## src/design/bqred_pkg.sv

```systemverilog
// Package for the byte queue with random early drop.
// Field widths, reset values, command codes and CSR indexes.
// No dependencies.
package bqred_pkg;

   localparam int QUEUE_DEPTH_DEFAULT = 64;

   localparam int BYTES_W     = 24;
   localparam int SIZE_W      = 16;
   localparam int TAG_W       = 16;
   localparam int DRAW_W      = 16;
   localparam int TPB_W       = 20;
   localparam int SCHED_W     = 39;
   localparam int WAIT_W      = 47;
   localparam int CSR_DATA_W  = 24;
   localparam int CSR_INDEX_W = 2;

   // bytes to bits
   localparam int BYTE_SHIFT = 3;

   localparam int MUL_W  = 24;
   localparam int PROD_W = 2 * MUL_W;

   localparam logic [BYTES_W-1:0] MAX_BYTES_RESET = 24'd65536;
   localparam logic [BYTES_W-1:0] THRESHOLD_RESET = 24'd49152;
   localparam logic               RANDOM_EN_RESET = 1'b0;
   localparam logic [TPB_W-1:0]   TPB_RESET       = 20'd100;

   localparam logic CMD_ARRIVAL = 1'b0;
   localparam logic CMD_TX_DONE = 1'b1;

   typedef enum logic [CSR_INDEX_W-1:0] {
      CSR_MAX_BYTES,
      CSR_THRESHOLD,
      CSR_RANDOM_EN,
      CSR_TIME_PER_BIT
   } csr_index_type;

endpackage

```

## src/design/bqred_ram.sv

```systemverilog
// Generic single write port, single read port RAM with registered read.
// Depends on bqred_pkg for default sizes.
module bqred_ram #(
   parameter int WIDTH = bqred_pkg::SIZE_W + bqred_pkg::TAG_W,
   parameter int DEPTH = bqred_pkg::QUEUE_DEPTH_DEFAULT
) (
   input  logic                     clock,
   input  logic                     wr_en,
   input  logic [$clog2(DEPTH)-1:0] wr_addr,
   input  logic [WIDTH-1:0]         wr_data,
   input  logic [$clog2(DEPTH)-1:0] rd_addr,
   output logic [WIDTH-1:0]         rd_data
);

   logic [WIDTH-1:0] mem_ff [DEPTH];
   logic [WIDTH-1:0] rd_data_ff;

   always_ff @(posedge clock) begin
      if (wr_en) begin
         mem_ff[wr_addr] <= wr_data;
      end
      rd_data_ff <= mem_ff[rd_addr];
   end

   assign rd_data = rd_data_ff;

endmodule

```

## src/design/byte_queue_with_random_early_drop.sv

```systemverilog
// Packet descriptor queue with byte accounting and random early drop.
// Depends on bqred_pkg and bqred_ram.
//
// Usage:
//   Commands enter on start/req_* and are taken when start is high and busy
//   is low. req_command selects an arrival or a transmit-done event.
//   Every command gives exactly one result beat, shown on rsp_* for one
//   cycle with rsp_strobe high. The receiver cannot stall; no beat waits.
//   States from the accepting edge to the result beat:
//     transmit-done, queue empty        answered from idle
//     transmit-done, last packet        pop
//     transmit-done, more packets       pop, read, load, multiply, done
//     arrival dropped                   span, decide
//     arrival admitted                  span, decide, wait, drain, done
//   busy drops in the cycle of the result beat, so the next command can be
//   taken then; no command is taken while one is in progress. The paths
//   follow from one shared 24x24 multiplier (drop test, wait estimate,
//   drain time) with a registered product, and the registered descriptor
//   RAM read. The user must make csr_* writes only while the block is idle;
//   the block itself does not enforce this. Reset clears the queue and loads
//   the register defaults; the descriptor RAM is not cleared.
module byte_queue_with_random_early_drop #(
   parameter int QUEUE_DEPTH = bqred_pkg::QUEUE_DEPTH_DEFAULT
) (
   input  logic                                   clock,
   input  logic                                   reset,
   input  logic                                   start,
   output logic                                   busy,
   input  logic                                   req_command,
   input  logic [bqred_pkg::SIZE_W-1:0]           req_packet_size,
   input  logic [bqred_pkg::TAG_W-1:0]            req_packet_tag,
   input  logic [bqred_pkg::DRAW_W-1:0]           req_random_draw,
   output logic                                   rsp_strobe,
   output logic                                   rsp_dropped,
   output logic                                   rsp_departed_valid,
   output logic [bqred_pkg::TAG_W-1:0]            rsp_departed_tag,
   output logic [bqred_pkg::SIZE_W-1:0]           rsp_departed_size,
   output logic                                   rsp_schedule_valid,
   output logic [bqred_pkg::SCHED_W-1:0]          rsp_schedule_delay_ps,
   output logic [bqred_pkg::WAIT_W-1:0]           rsp_wait_estimate_ps,
   output logic [bqred_pkg::BYTES_W-1:0]          rsp_occupancy_bytes,
   output logic [$clog2(QUEUE_DEPTH+1)-1:0]       rsp_occupancy_packets,
   input  logic                                   csr_write_enable,
   input  bqred_pkg::csr_index_type               csr_index,
   input  logic [bqred_pkg::CSR_DATA_W-1:0]       csr_write_data
);

   import bqred_pkg::*;

   localparam int PTR_W   = $clog2(QUEUE_DEPTH);
   localparam int CNT_W   = $clog2(QUEUE_DEPTH + 1);
   localparam int ENTRY_W = SIZE_W + TAG_W;
   localparam int TOTAL_W = BYTES_W + 1;

   localparam logic [PTR_W-1:0] LAST_SLOT  = PTR_W'(QUEUE_DEPTH - 1);
   localparam logic [CNT_W-1:0] FULL_COUNT = CNT_W'(QUEUE_DEPTH);
   localparam logic [CNT_W-1:0] ONE_COUNT  = CNT_W'(1);

   typedef enum logic [3:0] {
      ST_IDLE,
      ST_ARR_SPAN,
      ST_ARR_DECIDE,
      ST_ARR_WAIT_MUL,
      ST_ARR_DRAIN_MUL,
      ST_ARR_DONE,
      ST_DEP_POP,
      ST_DEP_READ,
      ST_DEP_LOAD,
      ST_DEP_MUL,
      ST_DEP_DONE
   } state_type;

   state_type state_ff;

   logic [BYTES_W-1:0] max_bytes_ff;
   logic [BYTES_W-1:0] threshold_ff;
   logic               random_en_ff;
   logic [TPB_W-1:0]   tpb_ff;

   logic [PTR_W-1:0]   head_ff;
   logic [PTR_W-1:0]   tail_ff;
   logic [BYTES_W-1:0] byte_count_ff;
   logic [CNT_W-1:0]   packet_count_ff;

   logic [SIZE_W-1:0]  size_ff;
   logic [TAG_W-1:0]   tag_ff;
   logic [TOTAL_W-1:0] total_ff;
   logic [TOTAL_W-1:0] above_ff;
   logic               full_ff;
   logic               over_ff;
   logic               gt_thr_ff;
   logic               was_empty_ff;

   logic [MUL_W-1:0]   mul_a_ff;
   logic [MUL_W-1:0]   mul_b_ff;
   logic [PROD_W-1:0]  prod_ff;

   logic [PTR_W-1:0]   head_in;
   logic [PTR_W-1:0]   tail_in;
   logic [BYTES_W-1:0] byte_left_in;
   logic               random_drop_in;
   logic               drop_in;
   logic               ram_wr_en_in;
   logic [ENTRY_W-1:0] ram_rd_data;
   logic [SIZE_W-1:0]  rd_size;
   logic [TAG_W-1:0]   rd_tag;
   logic [BYTES_W-1:0] rd_size_ext;

   assign busy = (state_ff != ST_IDLE);

   assign rd_size     = ram_rd_data[ENTRY_W-1:TAG_W];
   assign rd_tag      = ram_rd_data[TAG_W-1:0];
   assign rd_size_ext = BYTES_W'(rd_size);

   assign head_in = (head_ff == LAST_SLOT) ? '0 : head_ff + 1'b1;
   assign tail_in = (tail_ff == LAST_SLOT) ? '0 : tail_ff + 1'b1;

   assign byte_left_in = (byte_count_ff >= rd_size_ext) ? byte_count_ff - rd_size_ext : '0;

   // draw * span < above * 65536
   assign random_drop_in = random_en_ff && gt_thr_ff &&
                           (prod_ff < PROD_W'({above_ff, {DRAW_W{1'b0}}}));
   assign drop_in        = over_ff || full_ff || random_drop_in;
   assign ram_wr_en_in   = (state_ff == ST_ARR_DECIDE) && !drop_in;

   assign rsp_occupancy_bytes   = byte_count_ff;
   assign rsp_occupancy_packets = packet_count_ff;

   bqred_ram #(
      .WIDTH (ENTRY_W),
      .DEPTH (QUEUE_DEPTH)
   ) u_desc_ram (
      .clock   (clock),
      .wr_en   (ram_wr_en_in),
      .wr_addr (tail_ff),
      .wr_data ({size_ff, tag_ff}),
      .rd_addr (head_ff),
      .rd_data (ram_rd_data)
   );

   // CSRs
   always_ff @(posedge clock) begin
      if (reset) begin
         max_bytes_ff <= MAX_BYTES_RESET;
         threshold_ff <= THRESHOLD_RESET;
         random_en_ff <= RANDOM_EN_RESET;
         tpb_ff       <= TPB_RESET;
      end else if (csr_write_enable) begin
         case (csr_index)
            CSR_MAX_BYTES:    max_bytes_ff <= csr_write_data[BYTES_W-1:0];
            CSR_THRESHOLD:    threshold_ff <= csr_write_data[BYTES_W-1:0];
            CSR_RANDOM_EN:    random_en_ff <= csr_write_data[0];
            CSR_TIME_PER_BIT: tpb_ff       <= csr_write_data[TPB_W-1:0];
            default: ;
         endcase
      end
   end

   // shared multiplier, registered product
   always_ff @(posedge clock) begin
      prod_ff <= mul_a_ff * mul_b_ff;
   end

   always_ff @(posedge clock) begin
      if (reset) begin
         state_ff        <= ST_IDLE;
         rsp_strobe      <= 1'b0;
         head_ff         <= '0;
         tail_ff         <= '0;
         byte_count_ff   <= '0;
         packet_count_ff <= '0;
      end else begin
         rsp_strobe <= 1'b0;
         case (state_ff)
            ST_IDLE: begin
               if (start) begin
                  size_ff <= req_packet_size;
                  tag_ff  <= req_packet_tag;
                  if (req_command == CMD_ARRIVAL) begin
                     mul_a_ff <= MUL_W'(req_random_draw);
                     mul_b_ff <= max_bytes_ff - threshold_ff;
                     total_ff <= TOTAL_W'(byte_count_ff) + TOTAL_W'(req_packet_size);
                     full_ff  <= (packet_count_ff == FULL_COUNT);
                     state_ff <= ST_ARR_SPAN;
                  end else if (packet_count_ff == '0) begin
                     rsp_strobe            <= 1'b1;
                     rsp_dropped           <= 1'b0;
                     rsp_departed_valid    <= 1'b0;
                     rsp_departed_tag      <= '0;
                     rsp_departed_size     <= '0;
                     rsp_schedule_valid    <= 1'b0;
                     rsp_schedule_delay_ps <= '0;
                     rsp_wait_estimate_ps  <= '0;
                  end else begin
                     state_ff <= ST_DEP_POP;
                  end
               end
            end
            ST_ARR_SPAN: begin
               over_ff   <= (total_ff > TOTAL_W'(max_bytes_ff));
               gt_thr_ff <= (total_ff > TOTAL_W'(threshold_ff));
               above_ff  <= total_ff - TOTAL_W'(threshold_ff);
               state_ff  <= ST_ARR_DECIDE;
            end
            ST_ARR_DECIDE: begin
               if (drop_in) begin
                  rsp_strobe            <= 1'b1;
                  rsp_dropped           <= 1'b1;
                  rsp_departed_valid    <= 1'b0;
                  rsp_departed_tag      <= '0;
                  rsp_departed_size     <= '0;
                  rsp_schedule_valid    <= 1'b0;
                  rsp_schedule_delay_ps <= '0;
                  rsp_wait_estimate_ps  <= '0;
                  state_ff              <= ST_IDLE;
               end else begin
                  mul_a_ff        <= byte_count_ff;
                  mul_b_ff        <= MUL_W'(tpb_ff);
                  was_empty_ff    <= (packet_count_ff == '0);
                  tail_ff         <= tail_in;
                  byte_count_ff   <= total_ff[BYTES_W-1:0];
                  packet_count_ff <= packet_count_ff + 1'b1;
                  state_ff        <= ST_ARR_WAIT_MUL;
               end
            end
            ST_ARR_WAIT_MUL: begin
               mul_a_ff <= MUL_W'(size_ff);
               state_ff <= ST_ARR_DRAIN_MUL;
            end
            ST_ARR_DRAIN_MUL: begin
               rsp_wait_estimate_ps <= {prod_ff[BYTES_W+TPB_W-1:0], {BYTE_SHIFT{1'b0}}};
               state_ff             <= ST_ARR_DONE;
            end
            ST_ARR_DONE: begin
               rsp_strobe         <= 1'b1;
               rsp_dropped        <= 1'b0;
               rsp_departed_valid <= 1'b0;
               rsp_departed_tag   <= '0;
               rsp_departed_size  <= '0;
               rsp_schedule_valid <= was_empty_ff;
               rsp_schedule_delay_ps <= was_empty_ff ?
                  {prod_ff[SIZE_W+TPB_W-1:0], {BYTE_SHIFT{1'b0}}} : '0;
               state_ff           <= ST_IDLE;
            end
            ST_DEP_POP: begin
               rsp_departed_tag   <= rd_tag;
               rsp_departed_size  <= rd_size;
               head_ff            <= head_in;
               byte_count_ff      <= byte_left_in;
               packet_count_ff    <= packet_count_ff - 1'b1;
               if (packet_count_ff == ONE_COUNT) begin
                  rsp_strobe            <= 1'b1;
                  rsp_dropped           <= 1'b0;
                  rsp_departed_valid    <= 1'b1;
                  rsp_schedule_valid    <= 1'b0;
                  rsp_schedule_delay_ps <= '0;
                  rsp_wait_estimate_ps  <= '0;
                  state_ff              <= ST_IDLE;
               end else begin
                  state_ff <= ST_DEP_READ;
               end
            end
            ST_DEP_READ: begin
               // RAM read of the new head is in flight
               state_ff <= ST_DEP_LOAD;
            end
            ST_DEP_LOAD: begin
               mul_a_ff <= MUL_W'(rd_size);
               mul_b_ff <= MUL_W'(tpb_ff);
               state_ff <= ST_DEP_MUL;
            end
            ST_DEP_MUL: begin
               state_ff <= ST_DEP_DONE;
            end
            ST_DEP_DONE: begin
               rsp_strobe            <= 1'b1;
               rsp_dropped           <= 1'b0;
               rsp_departed_valid    <= 1'b1;
               rsp_schedule_valid    <= 1'b1;
               rsp_schedule_delay_ps <= {prod_ff[SIZE_W+TPB_W-1:0], {BYTE_SHIFT{1'b0}}};
               rsp_wait_estimate_ps  <= '0;
               state_ff              <= ST_IDLE;
            end
            default: begin
               state_ff <= ST_IDLE;
            end
         endcase
      end
   end

   a_empty_no_bytes: assert property (@(posedge clock) disable iff (reset)
      (packet_count_ff == '0) |-> (byte_count_ff == '0))
      else $error("bytes held with no packets");

   a_count_bound: assert property (@(posedge clock) disable iff (reset)
      rsp_strobe |-> (rsp_occupancy_packets <= FULL_COUNT))
      else $error("packet count above depth");

   a_drop_clean: assert property (@(posedge clock) disable iff (reset)
      (rsp_strobe && rsp_dropped) |->
         (!rsp_departed_valid && !rsp_schedule_valid && (rsp_wait_estimate_ps == '0)))
      else $error("dropped beat carries other results");

   a_accept_progress: assert property (@(posedge clock) disable iff (reset)
      (start && !busy) |=> (busy || rsp_strobe))
      else $error("accepted command neither in progress nor answered");

   a_no_push_when_full: assert property (@(posedge clock) disable iff (reset)
      ram_wr_en_in |-> (packet_count_ff != FULL_COUNT))
      else $error("push into full queue");

endmodule

```

## config.mk

```make
export PLATFORM = sky130hd
export DESIGN_NAME = byte_queue_with_random_early_drop
export DESIGN_NICKNAME = d
export VERILOG_FILES = /design/src/design/bqred_pkg.sv /design/src/design/bqred_ram.sv /design/src/design/byte_queue_with_random_early_drop.sv
export SDC_FILE = /design/constraint.sdc
export NUM_CORES = 2
export LEC_CHECK = 0
export ABC_AREA = 0
export BUFFER_PORTS_ARGS = -buffer_cell sky130_fd_sc_hd__buf_2
export CORE_MARGIN = 2
export CORE_UTILIZATION = 58
export DETAILED_ROUTE_END_ITERATION = 8
export HOLD_SLACK_MARGIN = 0.05
export PLACE_DENSITY = 0.72
export SETUP_SLACK_MARGIN = 0.15
export SLEW_MARGIN = 0
export SYNTH_ARGS = -nofsm -noshare
export SYNTH_HDL_FRONTEND = slang
export SYNTH_SLANG_ARGS = --single-unit
export TNS_END_PERCENT = 20
```

## constraint.sdc

```tcl
create_clock -name clock -period 9.5 [get_ports clock]
set_input_delay 0.95 -clock clock [delete_from_list [all_inputs] [get_ports clock]]
set_output_delay 0.95 -clock clock [all_outputs]
set_load 0.05 [all_outputs]
```

==> key figures <==
Logic synthesis
  • Synth Instances: between 7,000 and 8,000
  • Syn_area_per_cell: around 17 um^2
  • Seq/Total Area, Yosys: 0.621
  • Yosys warnings: 0
  • Most frequent cell after synthesis: edfxtp_1
  • Synth top area cells: edfxtp_1, mux4_2, fa_1, dfxtp_1, ha_1
  • Main synth FF type: edfxtp_1
  • Yosys top cell by area: edfxtp_1
  • Number of synthesized flops with an enable pin: 2,297
  • Unique cell type count in the Yosys netlist: 84
  • #FFs+latches synth: between 2,000 and 2,500
  • Post-synth ARST share: 0
  • Share of the synthesized area in the top cell type: 0.588
  • Synth top cells by count: edfxtp_1, inv_1, mux4_2, nand2_1, fa_1
  • Syn Std Cell Area: ~120,000 um^2

Setup path
  • R2R cell count: 24
  • Data required time at the worst endpoint: between 10 and 15 ns
  • Crit. End Element: flop
  • Crit path launch type: flop
  • CP arrival: between 8 and 9 ns
  • Worst-path fanout max: 24
  • Kind of critical path: reg -> reg

STA
  • TNS Setup: 0 ns
  • Final slew viol count: 0
  • Fin crit share: 0.823
  • Fin Clk Skew: 0.0959 ns
  • RSZ-0062 raised after global routing: false
  • Hold Vio Cnt, Final: 0
  • Worst slew pin tran: between 1 and 1.5 ns
  • Final min period: 7.82 ns
  • Slew HR: 0.113
  • Fmax: between 0.1 and 0.15 GHz
  • Final Setup Violations: 0

Detailed routing
  • Total Wirelength: about 320,000 um
  • TritonRoute pass-1 iters: 5
  • DR WL met2: approximately 160,000 um
  • Iter 0 DRT Violations: roughly 8,100
  • DR top layer: met5
  • Vias post-DR: about 66,000
  • Wl on met1: approximately 110,000 um
  • Avg WL per Cell: about 31 um
  • Post-route ant nets: 0
  • DR DRC count: 0
  • Met3 WL: ~30,000 um
  • Drt via density: ~6.4

Clock tree
  • Total CTS buffers: between 200 and 250
  • Cts hold-fix bufs: 0
  • Longest Clk Path Bufs: 3
  • Post-CTS Setup Repair Bufs: 0
  • Clk_lat worst skew: a little over 0.9 ns
  • Clock Pin Slew Worst Setup and Hold Paths: around 0.06 ns
  • Clock tree sinks: roughly 2,500
  • Resize count post-CTS: 0
  • Root Buffer: clkbuf_16
  • CTS H-tree depth: 4
  • CTS tree: done

Finish
  • Layout cells sized above 1: 0.204
  • Fin nets: between 8,000 and 9,000
  • P&R area growth vs syn: 11.0%

Place
  • Port Buffers: about 230
  • Dpl hpwl: 195,000 um
  • Placer Congestion: 0.937

Job
  • Maxcap violations: 0

GRT
  • Global-route wire length before repair: about 460,000 um
  • Largest net degree at the start of global routing: ~130
  • Initial antenna violation count: 13
  • GRT overflow: 0
  • GRT Total Usage: 0.313
  • Vias in the first global route: roughly 67,000

Hold path
  • Hold Crit Depth: 1
  • Worst hold path class: in -> reg

Floorplan
  • Initial core utilization: 0.582
  • Core Area: 202,000 um^2
  • Die Ht: 454 um
  • Die width: 454 um
  • Die Area: just over 200,000 um^2
  • Row count: 165
  • Io pins: around 230

Status
  • Status: completed
-- worst max-delay path, stage by stage (launching register included) --
cell	delay, ns
edfxtp_1	1.12
nand2_1	0.19
fa_1	0.58
inv_1	0.05
fa_1	0.47
inv_1	0.06
fa_1	0.54
inv_1	0.06
fa_1	0.50
inv_1	0.06
fa_1	0.54
inv_1	0.05
fa_1	0.47
inv_1	0.05
fa_1	0.47
inv_1	0.04
ha_1	0.33
and2_1	0.22
a31oi_1	0.17
nand3_1	0.18
o2111ai_1	0.44
o2111ai_1	0.42
and3_1	0.32
a31oi_1	0.24
xnor2_1	0.15
-- registers in the layout, summed over array words and instances, names as in the netlist, 4 cells and up --
register / flops
u_desc_ram.rd_data: 32
prod_ff: 48
above_ff: 25
mul_a_ff: 24
rsp_occupancy_bytes: 24
rsp_schedule_delay_ps: 36
total_ff: 25
tpb_ff: 20
u_desc_ram.mem_ff: 2048
tail_ff: 6
rsp_wait_estimate_ps: 44
size_ff: 16
rsp_departed_size: 16
rsp_departed_tag: 16
max_bytes_ff: 24
rsp_occupancy_packets: 7
head_ff: 6
tag_ff: 16
threshold_ff: 24
mul_b_ff: 24
state_ff: 4
-- per-stage QoR --
stage | hold WS (ns) | setup WS (ns) | util | std cells | instance area [um^2]
2_1_floorplan | 0.434 | 2.91 | - | 7112 | 117000
3_3_place_gp | 0.442 | 1.83 | 0.607 | 9839 | 122000
3_5_place_dp | 0.450 | 1.76 | 0.607 | 9839 | 122000
4_1_cts | 0.172 | 1.72 | 0.646 | 10300 | 130000
5_1_grt | 0.193 | 1.41 | 0.646 | 10300 | 130000
6_report | 0.224 | 1.68 | 0.646 | 10300 | 130000
-- cell families after synthesis --
group | after synthesis | synth area share
AOI/OAI and AO/OA | 578 | 0.0312
xor gates and xnor gates | 115 | 0.00858
adders and majority gates | 793 | 0.116
buffers and inverters | 1045 | 0.0346
DFF | 2494 | 0.621
muxes | 681 | 0.130
other | 1 | 0.0000319
and+or+nand+nor | 1400 | 0.0590
-- cells in the final DEF, fill, tap and decap left out, drive strengths merged, types with 86 or more instances in the layout --
cell | netlist | layout
nand2 | 539 | 539
mux4 | 672 | 672
o21ai | 113 | 113
fa | 486 | 486
clkinv | 0 | 103
inv | 684 | 689
a21oi | 198 | 198
dfxtp | 197 | 197
ha | 307 | 307
edfxtp | 2297 | 2297
buf | 91 | 416
nor2 | 164 | 164
clkbuf | 270 | 297
and3 | 86 | 86
and2 | 306 | 306
-- layout make-up --
class                           count  area, um^2
Clock inverter                    147        1570
Multi-Input combinational cell   3573       40900
Inverter                          684        2570
Timing Repair Buffer              416        2640
Fill cell                       13800       71400
Antenna cell                        3        7.51
Sequential cell                  2494       72900
Clock buffer                      297        6320
Tap cell                         2672        3340
-- final timing paths --
| kind | to | from | slack, ns |
|---|---|---|---|
| worst min register to register | threshold_ff[16]$_SDFFE_PP0P_ | threshold_ff[16]$_SDFFE_PP0P_ | 0.45 |
| worst min-delay path | tag_ff[7]$_DFFE_PP_ | req_packet_tag[7] | 0.22 |
| worst max register to register | prod_ff[47]$_DFF_P_ | mul_b_ff[3]$_DFFE_PP_ | 1.68 |
| worst max-delay path | prod_ff[47]$_DFF_P_ | mul_b_ff[3]$_DFFE_PP_ | 1.68 |
-- layer usage --
metal / GRT usage / vias to the layer above
li1: - / 27000
met1: 0.408 / 34000
met2: 0.518 / 3798
met3: 0.0552 / 703
met4: 0.145 / 6
met5: 0 / -
Power is left out: the tool's default activity adds up to more than one toggle a clock period on the data nets, which glitch-free logic cannot reach.
